File: config.mk
export PLATFORM = sky130hd
export DESIGN_NAME = queued_solenoid_pulse_sequencer
export DESIGN_NICKNAME = d
export VERILOG_FILES = /design/src/sv/qsps_pkg.sv /design/src/sv/qsps_ctrl.sv /design/src/sv/qsps_dp.sv /design/src/sv/queued_solenoid_pulse_sequencer.sv
export SDC_FILE = /design/constraint.sdc
export NUM_CORES = 1
export LEC_CHECK = 0
export BUFFER_PORTS_ARGS = -buffer_cell sky130_fd_sc_hd__buf_2
export CORE_MARGIN = 4
export CORE_UTILIZATION = 60
export CTS_BUF_LIST = sky130_fd_sc_hd__clkbuf_8 sky130_fd_sc_hd__clkbuf_16
export CTS_CLUSTER_SIZE = 12
export DETAILED_ROUTE_END_ITERATION = 6
export PLACE_DENSITY = 0.77
export SETUP_SLACK_MARGIN = 0.05
export SYNTH_ARGS = -nofsm -noshare
export SYNTH_HDL_FRONTEND = slang
export SYNTH_SLANG_ARGS = --single-unit
File: constraint.sdc
create_clock -name clk -period 16.9 [get_ports clk]
set_clock_uncertainty 0.05 [all_clocks]
set_input_delay 0.845 -clock clk [delete_from_list [all_inputs] [get_ports clk]]
set_output_delay 0.845 -clock clk [all_outputs]
set_load 0.05 [all_outputs]
File: src/sv/qsps_pkg.sv
// Package for the queued solenoid pulse sequencer.
// Holds sizes, field widths, codes, state types and the controller/datapath structs.
// No dependencies; every other file of the block imports it.
`default_nettype none
package qsps_pkg;

	localparam int NUM_LOCKS   = 4;
	localparam int TIMER_WIDTH = 16;
	localparam int CFG_W       = 16;
	localparam int CFG_IDX_W   = 2;
	localparam int MASK_W      = 4;
	localparam int SDATA_W     = 8;
	localparam int MDATA_W     = 16;
	localparam int OUT_MASK_W  = 4;
	localparam int OUT_ID_W    = 3;
	localparam int ID_W        = $clog2(NUM_LOCKS + 1);
	localparam int LIDX_W      = (NUM_LOCKS > 1) ? $clog2(NUM_LOCKS) : 1;
	localparam int CMP_W       = (TIMER_WIDTH > CFG_W) ? TIMER_WIDTH : CFG_W;
	localparam int OUT_LOCKS   = (NUM_LOCKS < OUT_MASK_W) ? NUM_LOCKS : OUT_MASK_W;

	localparam logic [CFG_IDX_W-1:0] REG_PULSE_TICKS     = 2'd0;
	localparam logic [CFG_IDX_W-1:0] REG_BETWEEN_TICKS   = 2'd1;
	localparam logic [CFG_IDX_W-1:0] REG_SELF_LOCK_TICKS = 2'd2;

	localparam logic [CFG_W-1:0] PULSE_TICKS_RST     = 16'd2;
	localparam logic [CFG_W-1:0] BETWEEN_TICKS_RST   = 16'd6;
	localparam logic [CFG_W-1:0] SELF_LOCK_TICKS_RST = 16'd20;

	typedef enum logic {
		OP_TICK   = 1'b0,
		OP_UNLOCK = 1'b1
	} op_t;

	typedef enum logic [1:0] {
		PH_WAIT_TURN = 2'd0,
		PH_WAIT_COOL = 2'd1,
		PH_PULSE     = 2'd2,
		PH_RELEASE   = 2'd3
	} phase_t;

	typedef enum logic [1:0] {
		ST_IDLE = 2'd0,
		ST_STEP = 2'd1,
		ST_DONE = 2'd2
	} ctrl_state_t;

	typedef struct packed {
		logic              load_in;
		logic              exec;
		logic [LIDX_W-1:0] idx;
		logic              load_out;
	} cmd_t;

	typedef struct packed {
		logic out_full;
	} sts_t;

	function automatic logic [TIMER_WIDTH-1:0] sat_inc(input logic [TIMER_WIDTH-1:0] v);
		sat_inc = (v == {TIMER_WIDTH{1'b1}}) ? v : v + 1'b1;
	endfunction

	function automatic logic reached(input logic [TIMER_WIDTH-1:0] cnt,
		input logic [CFG_W-1:0] lim);
		reached = CMP_W'(cnt) >= CMP_W'(lim);
	endfunction

endpackage
`default_nettype wire

File: src/sv/qsps_ctrl.sv
// Controller of the queued solenoid pulse sequencer.
// Sequences item intake, one lock step per cycle and the result load.
// Depends on qsps_pkg.
`default_nettype none
module qsps_ctrl (
	input  wire logic         clk,
	input  wire logic         arst_n,
	input  wire logic         s_tvalid,
	output logic              s_tready,
	input  wire logic         m_tready,
	input  wire qsps_pkg::sts_t sts,
	output qsps_pkg::cmd_t    cmd
);
	import qsps_pkg::*;

	ctrl_state_t       state_q, state_nxt;
	logic [LIDX_W-1:0] idx_q;
	logic              last_step;

	assign last_step = (idx_q == LIDX_W'(NUM_LOCKS - 1));

	always_ff @(posedge clk or negedge arst_n) begin
		if (!arst_n) begin
			state_q <= ST_IDLE;
			idx_q   <= '0;
		end else begin
			state_q <= state_nxt;
			if (state_q == ST_STEP && !last_step) begin
				idx_q <= idx_q + 1'b1;
			end else if (state_q != ST_STEP) begin
				idx_q <= '0;
			end
		end
	end

	always_comb begin
		state_nxt = state_q;
		unique case (state_q)
			ST_IDLE: begin
				if (s_tvalid) state_nxt = ST_STEP;
			end
			ST_STEP: begin
				if (last_step) state_nxt = ST_DONE;
			end
			ST_DONE: begin
				if (!sts.out_full || m_tready) state_nxt = ST_IDLE;
			end
			default: state_nxt = ST_IDLE;
		endcase
	end

	always_comb begin
		s_tready     = 1'b0;
		cmd.load_in  = 1'b0;
		cmd.exec     = 1'b0;
		cmd.idx      = idx_q;
		cmd.load_out = 1'b0;
		unique case (state_q)
			ST_IDLE: begin
				s_tready    = 1'b1;
				cmd.load_in = s_tvalid;
			end
			ST_STEP: cmd.exec = 1'b1;
			ST_DONE: cmd.load_out = !sts.out_full || m_tready;
			default: ;
		endcase
	end

	a_step_idx_clear: assert property (@(posedge clk) disable iff (!arst_n)
		(state_q == ST_IDLE) |-> (idx_q == '0))
		else $error("lock index not cleared outside the step phase");

endmodule
`default_nettype wire

File: src/sv/qsps_dp.sv
// Datapath of the queued solenoid pulse sequencer.
// Holds configuration, the request queue, per-lock timers and the result register.
// Depends on qsps_pkg; driven by qsps_ctrl through cmd_t/sts_t.
`default_nettype none
module qsps_dp (
	input  wire logic                           clk,
	input  wire logic                           arst_n,
	input  wire logic                           cfg_we,
	input  wire logic [qsps_pkg::CFG_IDX_W-1:0] cfg_idx,
	input  wire logic [qsps_pkg::CFG_W-1:0]     cfg_data,
	input  wire logic [qsps_pkg::SDATA_W-1:0]   s_tdata,
	input  wire logic                           s_tuser,
	output logic                                m_tvalid,
	input  wire logic                           m_tready,
	output logic [qsps_pkg::MDATA_W-1:0]        m_tdata,
	input  wire qsps_pkg::cmd_t                 cmd,
	output qsps_pkg::sts_t                      sts
);
	import qsps_pkg::*;

	logic [CFG_W-1:0] pulse_ticks_q, between_ticks_q, self_lock_ticks_q;

	op_t               op_q;
	logic [MASK_W-1:0] mask_q;

	phase_t                 ph_q   [NUM_LOCKS];
	logic [TIMER_WIDTH-1:0] pe_q   [NUM_LOCKS];
	logic [TIMER_WIDTH-1:0] re_q   [NUM_LOCKS];
	logic [TIMER_WIDTH-1:0] ce_q   [NUM_LOCKS];
	logic [NUM_LOCKS-1:0]   ca_q;
	logic [NUM_LOCKS-1:0]   dl_q;
	logic [ID_W-1:0]        qid_q  [NUM_LOCKS];
	logic [ID_W-1:0]        fill_q;

	logic                  out_valid_q;
	logic [OUT_MASK_W-1:0] out_drive_q, out_cool_q;
	logic [OUT_ID_W-1:0]   out_cnt_q, out_head_q;

	phase_t                 ph_n;
	logic [TIMER_WIDTH-1:0] pe_n, re_n, ce_n;
	logic                   ca_n, dl_n;
	logic [ID_W-1:0]        qid_n [NUM_LOCKS];
	logic [ID_W-1:0]        fill_n;

	always_comb begin
		logic            cs;
		logic            queued;
		logic            req;
		logic [ID_W-1:0] id;
		ph_n   = ph_q[cmd.idx];
		pe_n   = pe_q[cmd.idx];
		re_n   = re_q[cmd.idx];
		ce_n   = ce_q[cmd.idx];
		ca_n   = ca_q[cmd.idx];
		dl_n   = dl_q[cmd.idx];
		qid_n  = qid_q;
		fill_n = fill_q;
		cs     = 1'b0;
		queued = 1'b0;
		req    = 1'b0;
		id     = ID_W'(cmd.idx) + 1'b1;
		if (op_q == OP_UNLOCK) begin
			for (int j = 0; j < MASK_W; j++) begin
				if (LIDX_W'(j) == cmd.idx && j < NUM_LOCKS) req = mask_q[j];
			end
			for (int i = 0; i < NUM_LOCKS; i++) begin
				if (ID_W'(i) < fill_q && qid_q[i] == id) queued = 1'b1;
			end
			if (req && !queued && fill_q < ID_W'(NUM_LOCKS)) begin
				for (int i = 0; i < NUM_LOCKS; i++) begin
					if (ID_W'(i) == fill_q) qid_n[i] = id;
				end
				fill_n = fill_q + 1'b1;
			end
		end else begin
			if (ph_n == PH_PULSE) begin
				pe_n = sat_inc(pe_n);
				re_n = sat_inc(re_n);
			end else if (ph_n == PH_RELEASE) begin
				re_n = sat_inc(re_n);
			end
			if (ph_n == PH_WAIT_TURN && fill_q != '0 && qid_q[0] == id) begin
				ph_n = PH_WAIT_COOL;
			end
			if (ph_n == PH_WAIT_COOL && !ca_n) begin
				dl_n = 1'b1;
				pe_n = '0;
				re_n = '0;
				ph_n = PH_PULSE;
				if (reached('0, pulse_ticks_q)) begin
					dl_n = 1'b0;
					ca_n = 1'b1;
					ce_n = '0;
					cs   = 1'b1;
					ph_n = PH_RELEASE;
				end
			end else if (ph_n == PH_PULSE) begin
				if (reached(pe_n, pulse_ticks_q)) begin
					dl_n = 1'b0;
					ca_n = 1'b1;
					ce_n = '0;
					cs   = 1'b1;
					ph_n = PH_RELEASE;
				end
			end else if (ph_n == PH_RELEASE) begin
				if (reached(re_n, between_ticks_q)) begin
					if (fill_q != '0) begin
						for (int i = 1; i < NUM_LOCKS; i++) begin
							if (ID_W'(i) < fill_q) qid_n[i-1] = qid_q[i];
						end
						fill_n = fill_q - 1'b1;
						for (int i = 0; i < NUM_LOCKS; i++) begin
							if (ID_W'(i) == fill_n) qid_n[i] = '0;
						end
					end
					pe_n = '0;
					re_n = '0;
					ph_n = PH_WAIT_TURN;
				end
			end
			if (ca_n) begin
				if (!cs) ce_n = sat_inc(ce_n);
				if (reached(ce_n, self_lock_ticks_q)) begin
					ca_n = 1'b0;
					ce_n = '0;
				end
			end
		end
	end

	always_ff @(posedge clk or negedge arst_n) begin
		if (!arst_n) begin
			pulse_ticks_q     <= PULSE_TICKS_RST;
			between_ticks_q   <= BETWEEN_TICKS_RST;
			self_lock_ticks_q <= SELF_LOCK_TICKS_RST;
		end else if (cfg_we) begin
			unique case (cfg_idx)
				REG_PULSE_TICKS:     pulse_ticks_q     <= cfg_data;
				REG_BETWEEN_TICKS:   between_ticks_q   <= cfg_data;
				REG_SELF_LOCK_TICKS: self_lock_ticks_q <= cfg_data;
				default: ;
			endcase
		end
	end

	always_ff @(posedge clk) begin
		if (cmd.load_in) begin
			op_q   <= op_t'(s_tuser);
			mask_q <= s_tdata[MASK_W-1:0];
		end
		if (cmd.load_out) begin
			for (int j = 0; j < OUT_MASK_W; j++) begin
				out_drive_q[j] <= (j < OUT_LOCKS) ? dl_q[j] : 1'b0;
				out_cool_q[j]  <= (j < OUT_LOCKS) ? ca_q[j] : 1'b0;
			end
			out_cnt_q  <= OUT_ID_W'(fill_q);
			out_head_q <= (fill_q != '0) ? OUT_ID_W'(qid_q[0]) : '0;
		end
	end

	always_ff @(posedge clk or negedge arst_n) begin
		if (!arst_n) begin
			for (int k = 0; k < NUM_LOCKS; k++) begin
				ph_q[k]  <= PH_WAIT_TURN;
				pe_q[k]  <= '0;
				re_q[k]  <= '0;
				ce_q[k]  <= '0;
				qid_q[k] <= '0;
			end
			ca_q        <= '0;
			dl_q        <= '0;
			fill_q      <= '0;
			out_valid_q <= 1'b0;
		end else begin
			if (cmd.exec) begin
				qid_q  <= qid_n;
				fill_q <= fill_n;
				if (op_q == OP_TICK) begin
					ph_q[cmd.idx] <= ph_n;
					pe_q[cmd.idx] <= pe_n;
					re_q[cmd.idx] <= re_n;
					ce_q[cmd.idx] <= ce_n;
					ca_q[cmd.idx] <= ca_n;
					dl_q[cmd.idx] <= dl_n;
				end
			end
			if (cmd.load_out) begin
				out_valid_q <= 1'b1;
			end else if (m_tready) begin
				out_valid_q <= 1'b0;
			end
		end
	end

	assign sts.out_full = out_valid_q;
	assign m_tvalid     = out_valid_q;
	assign m_tdata      = {{(MDATA_W - 2*OUT_MASK_W - 2*OUT_ID_W){1'b0}},
		out_cool_q, out_head_q, out_cnt_q, out_drive_q};

	a_fill_bound: assert property (@(posedge clk) disable iff (!arst_n)
		fill_q <= ID_W'(NUM_LOCKS))
		else $error("queue fill above the number of locks");

	a_head_valid: assert property (@(posedge clk) disable iff (!arst_n)
		(fill_q != '0) |-> (qid_q[0] != '0 && qid_q[0] <= ID_W'(NUM_LOCKS)))
		else $error("queue head holds no lock id");

	a_drive_cool: assert property (@(posedge clk) disable iff (!arst_n)
		(dl_q & ca_q) == '0)
		else $error("lock driven while its cooldown runs");

endmodule
`default_nettype wire

File: src/sv/queued_solenoid_pulse_sequencer.sv
// Queued solenoid pulse sequencer, top level.
// Joins the controller qsps_ctrl and the datapath qsps_dp; depends on qsps_pkg.
//
// Input channel s_*: one item is a timer tick (s_tuser low) or an unlock request
// (s_tuser high) whose lock mask is in s_tdata. Every item yields exactly one result
// item on m_*, holding the drive levels, queue count, queue head id and cooldown
// flags as they stand after the item.
// The configuration port writes pulse_ticks, between_ticks and self_lock_ticks at
// cfg_idx 0, 1 and 2 on any edge with cfg_we high; write it only while the block is
// idle. Other indexes are ignored.
// An item is worked on in one cycle per lock, handled in order, by one shared lock
// unit: after the accepting edge it passes one step per lock and then the load step,
// which sets m_tvalid; no new item is accepted until the block is idle again.
// The result register lets the next item be accepted while a result still waits;
// if the receiver stalls longer, the block holds that next item in its load step,
// accepting nothing, until the result register frees.
// Reset clears the queue, all timers and drive levels, and loads the register
// defaults of 2, 6 and 20 ticks. The block is ready in the first cycle after reset.
`default_nettype none
module queued_solenoid_pulse_sequencer (
	input  wire logic                           clk,
	input  wire logic                           arst_n,
	input  wire logic                           s_tvalid,
	output logic                                s_tready,
	input  wire logic [qsps_pkg::SDATA_W-1:0]   s_tdata,  // [3:0] lock_mask
	input  wire logic                           s_tuser,  // [0] opcode
	output logic                                m_tvalid,
	input  wire logic                           m_tready,
	// [3:0] drive_mask, [6:4] queue_count, [9:7] head_lock, [13:10] cooldown_mask
	output logic [qsps_pkg::MDATA_W-1:0]        m_tdata,
	input  wire logic                           cfg_we,
	input  wire logic [qsps_pkg::CFG_IDX_W-1:0] cfg_idx,
	input  wire logic [qsps_pkg::CFG_W-1:0]     cfg_data
);
	import qsps_pkg::*;

	cmd_t cmd;
	sts_t sts;

	qsps_ctrl u_ctrl (
		.clk      (clk),
		.arst_n   (arst_n),
		.s_tvalid (s_tvalid),
		.s_tready (s_tready),
		.m_tready (m_tready),
		.sts      (sts),
		.cmd      (cmd)
	);

	qsps_dp u_dp (
		.clk      (clk),
		.arst_n   (arst_n),
		.cfg_we   (cfg_we),
		.cfg_idx  (cfg_idx),
		.cfg_data (cfg_data),
		.s_tdata  (s_tdata),
		.s_tuser  (s_tuser),
		.m_tvalid (m_tvalid),
		.m_tready (m_tready),
		.m_tdata  (m_tdata),
		.cmd      (cmd),
		.sts      (sts)
	);

endmodule
`default_nettype wire
==> results.py <==
metrics = {
    "die": {
        "placementRows": 59,
        "initial_core_util_pct": 60.7,
        "die-area_mm2": 0.0289,
        "core_area_mm2": 0.0259,
        "die_h_um": 170,
        "die_w_um": 170,
        "io_pins": 50,
    },
    "route": {
        "routed_wl_um": 37300,
        "drtIter0Drc": 1001,
        "wl_met3_um": 2380,
        "vias": 11800,
        "dr.pass1.iters": 5,
        "drc": 0,
        "wl_met1_um": 16400,
        "wl_met2_um": 17700,
        "detail_route.wl_per_cell_um": 19.5,
        "dr.max_layer_used": "met4",
        "drtAntennaViolNets": 0,
        "vias_per_cell": 6.20,
    },
    "setup_path": {
        "r2r-end": "u_dp.ce_q[40]$_DFFE_PN0P_",
        "end_kind": "flop",
        "critPathLaunch": "u_ctrl.idx_q[0]$_DFFE_PN0P_",
        "r2r_start": "u_ctrl.idx_q[0]$_DFFE_PN0P_",
        "reg2reg_slack_ns": 6.47,
        "critPathLaunchType": "flop",
        "worstSetupPathType": "reg -> reg",
        "critPathMaxFanout": 31,
        "crit_slowest_cell": "dfrtp_4",
        "crit_arrival_ns": 10.84,
        "required_ns": 17.31,
        "cp_common_cell": "ha_1",
        "reg2reg_depth": 32,
        "slowest_delay_ns": 0.80,
    },
    "synth": {
        "synth_top_area_cell": "dfrtp_1",
        "syn-mean-instance-area_um2": 10.2,
        "ys.flop_type": "dfrtp_1",
        "synth_top_area_share_pct": 43.1,
        "ys_ff_latch": 295,
        "synth.top_cells.by_area": "dfrtp_1 43%, mux4_2 6.6%, nand2_1 6.2%",
        "syn_area_mm2": 0.0157,
        "synth_edf_count": 19,
        "yosysSeqAreaShare_pct": 47.5,
        "async_flop_share_pct": 93.6,
        "ys_warn_count": 0,
        "yosys.cell_types.count": 78,
        "netlist_instances": 1546,
    },
    "placed_design": {
        "gp_congestion": 0.895,
        "dp_hpwl_um": 24700,
        "portBuffers": 43,
    },
    "clock_tree": {
        "post_cts_resized": 0,
        "clk_pin_slew_ns": 0.06,
        "numCtsBuffers": 31,
        "cts_tree": "built",
        "clk_latency_ns": 0.56,
        "cts_sinks": 295,
        "cts_hold_buf": 0,
        "cts_root_buf": "clkbuf_16",
        "clock_path_buffers": 3,
        "postCtsSetupBuffers": 0,
        "htree_levels": 1,
    },
    "global_routing": {
        "grt_pass1_wl_um": 62300,
        "track_usage_pct": 26.6,
        "overflow": 0,
        "grt_max_degree": 117,
        "grt_antenna_before_repair": 0,
        "grt_pass1_vias": 11900,
    },
    "sta": {
        "worstMarginPinSlew_ns": 1.06,
        "fmax_ghz": 0.0959,
        "hold_slack_ns": 0.317,
        "post-route-min-period_ns": 10.43,
        "setup_violations": 0,
        "period_share_pct": 61.7,
        "slew_headroom_pct": 29.3,
        "setup_tns_ns": 0,
        "hold_viol_final": 0,
        "rsz0062_at_grt": "no",
        "drv_slew": 0,
    },
    "layout": {
        "seqCellArea_mm2": 0.00749,
        "drive_above_1_share_pct": 14.9,
        "multi_input_area_mm2": 0.00754,
        "postLayoutCoreUtil_pct": 65.7,
        "finalNetCount": 1649,
        "diodes": 0,
        "nFillCells": 1997,
        "syn_to_final_growth_pct": 8.21,
    },
    "hold_path": {
        "hp-class": "in -> async",
    },
    "pwr": {
        "power_density_mw_per_mm2": 142,
        "cellLeakagePower_nw": 7.65,
        "ir_drop_mv": 0.108,
    },
    "run_status": {
        "status": "completed",
    },
    "run": {
        "cap_violations": 0,
    },
}
==> registers in the layout, summed over array words and instances, names as in the netlist, 8 cells and up <==
| signal | count |
|---|---|
| u_dp.qid_q | 12 |
| u_dp.pe_q | 64 |
| u_dp.self_lock_ticks_q | 16 |
| u_dp.ph_q | 8 |
| u_dp.re_q | 64 |
| u_dp.pulse_ticks_q | 16 |
| u_dp.between_ticks_q | 16 |
| u_dp.ce_q | 64 |
==> synth_stat cells, drive strengths merged, types with 18 or more instances <==
cell,n
dfrtp,271
nand2,262
o21ai,151
inv,90
nor2,77
clkbuf,68
ha,63
a21oi,60
o31ai,55
mux4,52
mux2,44
nand3,42
xnor2,22
edfxtp,19
xor2,18
==> critical path, delay by kind of cell (launching register included) <==
family	cells	cell delay, ns
AO/OA/AOI/OAI	9	2.46
adder cells (fa/ha/maj)	4	1.04
multiplexers	1	0.64
buffers and inverters	2	0.73
AND/OR/NAND/NOR	15	4.32
XOR/XNOR	1	0.25
flip-flops	1	0.80
==> metal layers <==
layer | up-vias | global-route usage, %
met3 | 71 | 3.67
met4 | 0 | 7.22
met5 | - | 0
met2 | 396 | 42.8
met1 | 5832 | 38.4
li1 | 5530 | -
==> layout by cell type, fill, tap and decap left out, types with 16 or more instances in the layout <==
master / instances
dfrtp_1: 269
xor2_1: 18
a31oi_1: 16
ha_1: 63
and3_1: 16
buf_4: 16
edfxtp_1: 19
nand2_1: 259
o21ai_0: 140
xnor2_1: 21
nor2_1: 73
inv_1: 99
a21oi_1: 57
o221ai_1: 17
o31ai_1: 55
mux4_2: 46
clkbuf_16: 31
buf_2: 42
mux2_2: 44
nand3_1: 39
==> worst max path at each step <==
stage / to / slack [ns] / cells past startpoint
after global placement: u_dp.ce_q[53]$_DFFE_PN0P_ / 6.87 / 32
after CTS: u_dp.ce_q[59]$_DFFE_PN0P_ / 6.61 / 32
final: u_dp.ce_q[40]$_DFFE_PN0P_ / 6.47 / 32
after global routing: u_dp.ce_q[37]$_DFFE_PN0P_ / 5.78 / 32
after detailed placement: u_dp.ce_q[59]$_DFFE_PN0P_ / 6.65 / 32
after floorplan: u_dp.ce_q[23]$_DFFE_PN0P_ / 8.82 / 38
==> final cells by class <==
type                       count  share of cell area, %
inverter                      90                   1.98
timing repair buffer          59                   2.03
sequential                   295                   44.0
clock buffer                  34                   4.80
tap                          335                   2.46
multi-input combinational   1077                   44.3
clock inverter                19                  0.477
==> where the power goes <==
| group | leakage, nW | internal, mW | switching [mW] |
|---|---|---|---|
| Clock | 0.477 | 0.341 | 0.269 |
| Combinational | 3.37 | 0.330 | 0.546 |
| Sequential | 3.80 | 0.832 | 0.0974 |
==> kinds of logic (layout without fill, tap and decap cells) <==
logic type	Yosys count	in the layout	synth area share, %
and+or+nand+nor	505	505	14.8
AOI/OAI and AO/OA	357	357	14.0
DFF	295	295	47.5
buffers and inverters	175	202	4.74
muxes	110	110	11.6
adders and majority gates	63	63	5.01
xor gates and xnor gates	40	40	2.27
other	1	2	0.0238
==> stage by stage <==
stage	setup WS [ns]	instances	power [mW]	cell area [um^2]
2_1_floorplan	8.82	1547	1.58	15700
3_3_place_gp	6.87	1856	1.77	16100
3_5_place_dp	6.65	1856	1.80	16100
4_1_cts	6.61	1909	2.42	17000
5_1_grt	5.78	1909	2.56	17000
6_report	6.47	1909	2.41	17000
Note: power is estimated with default switching activity, not from simulation.
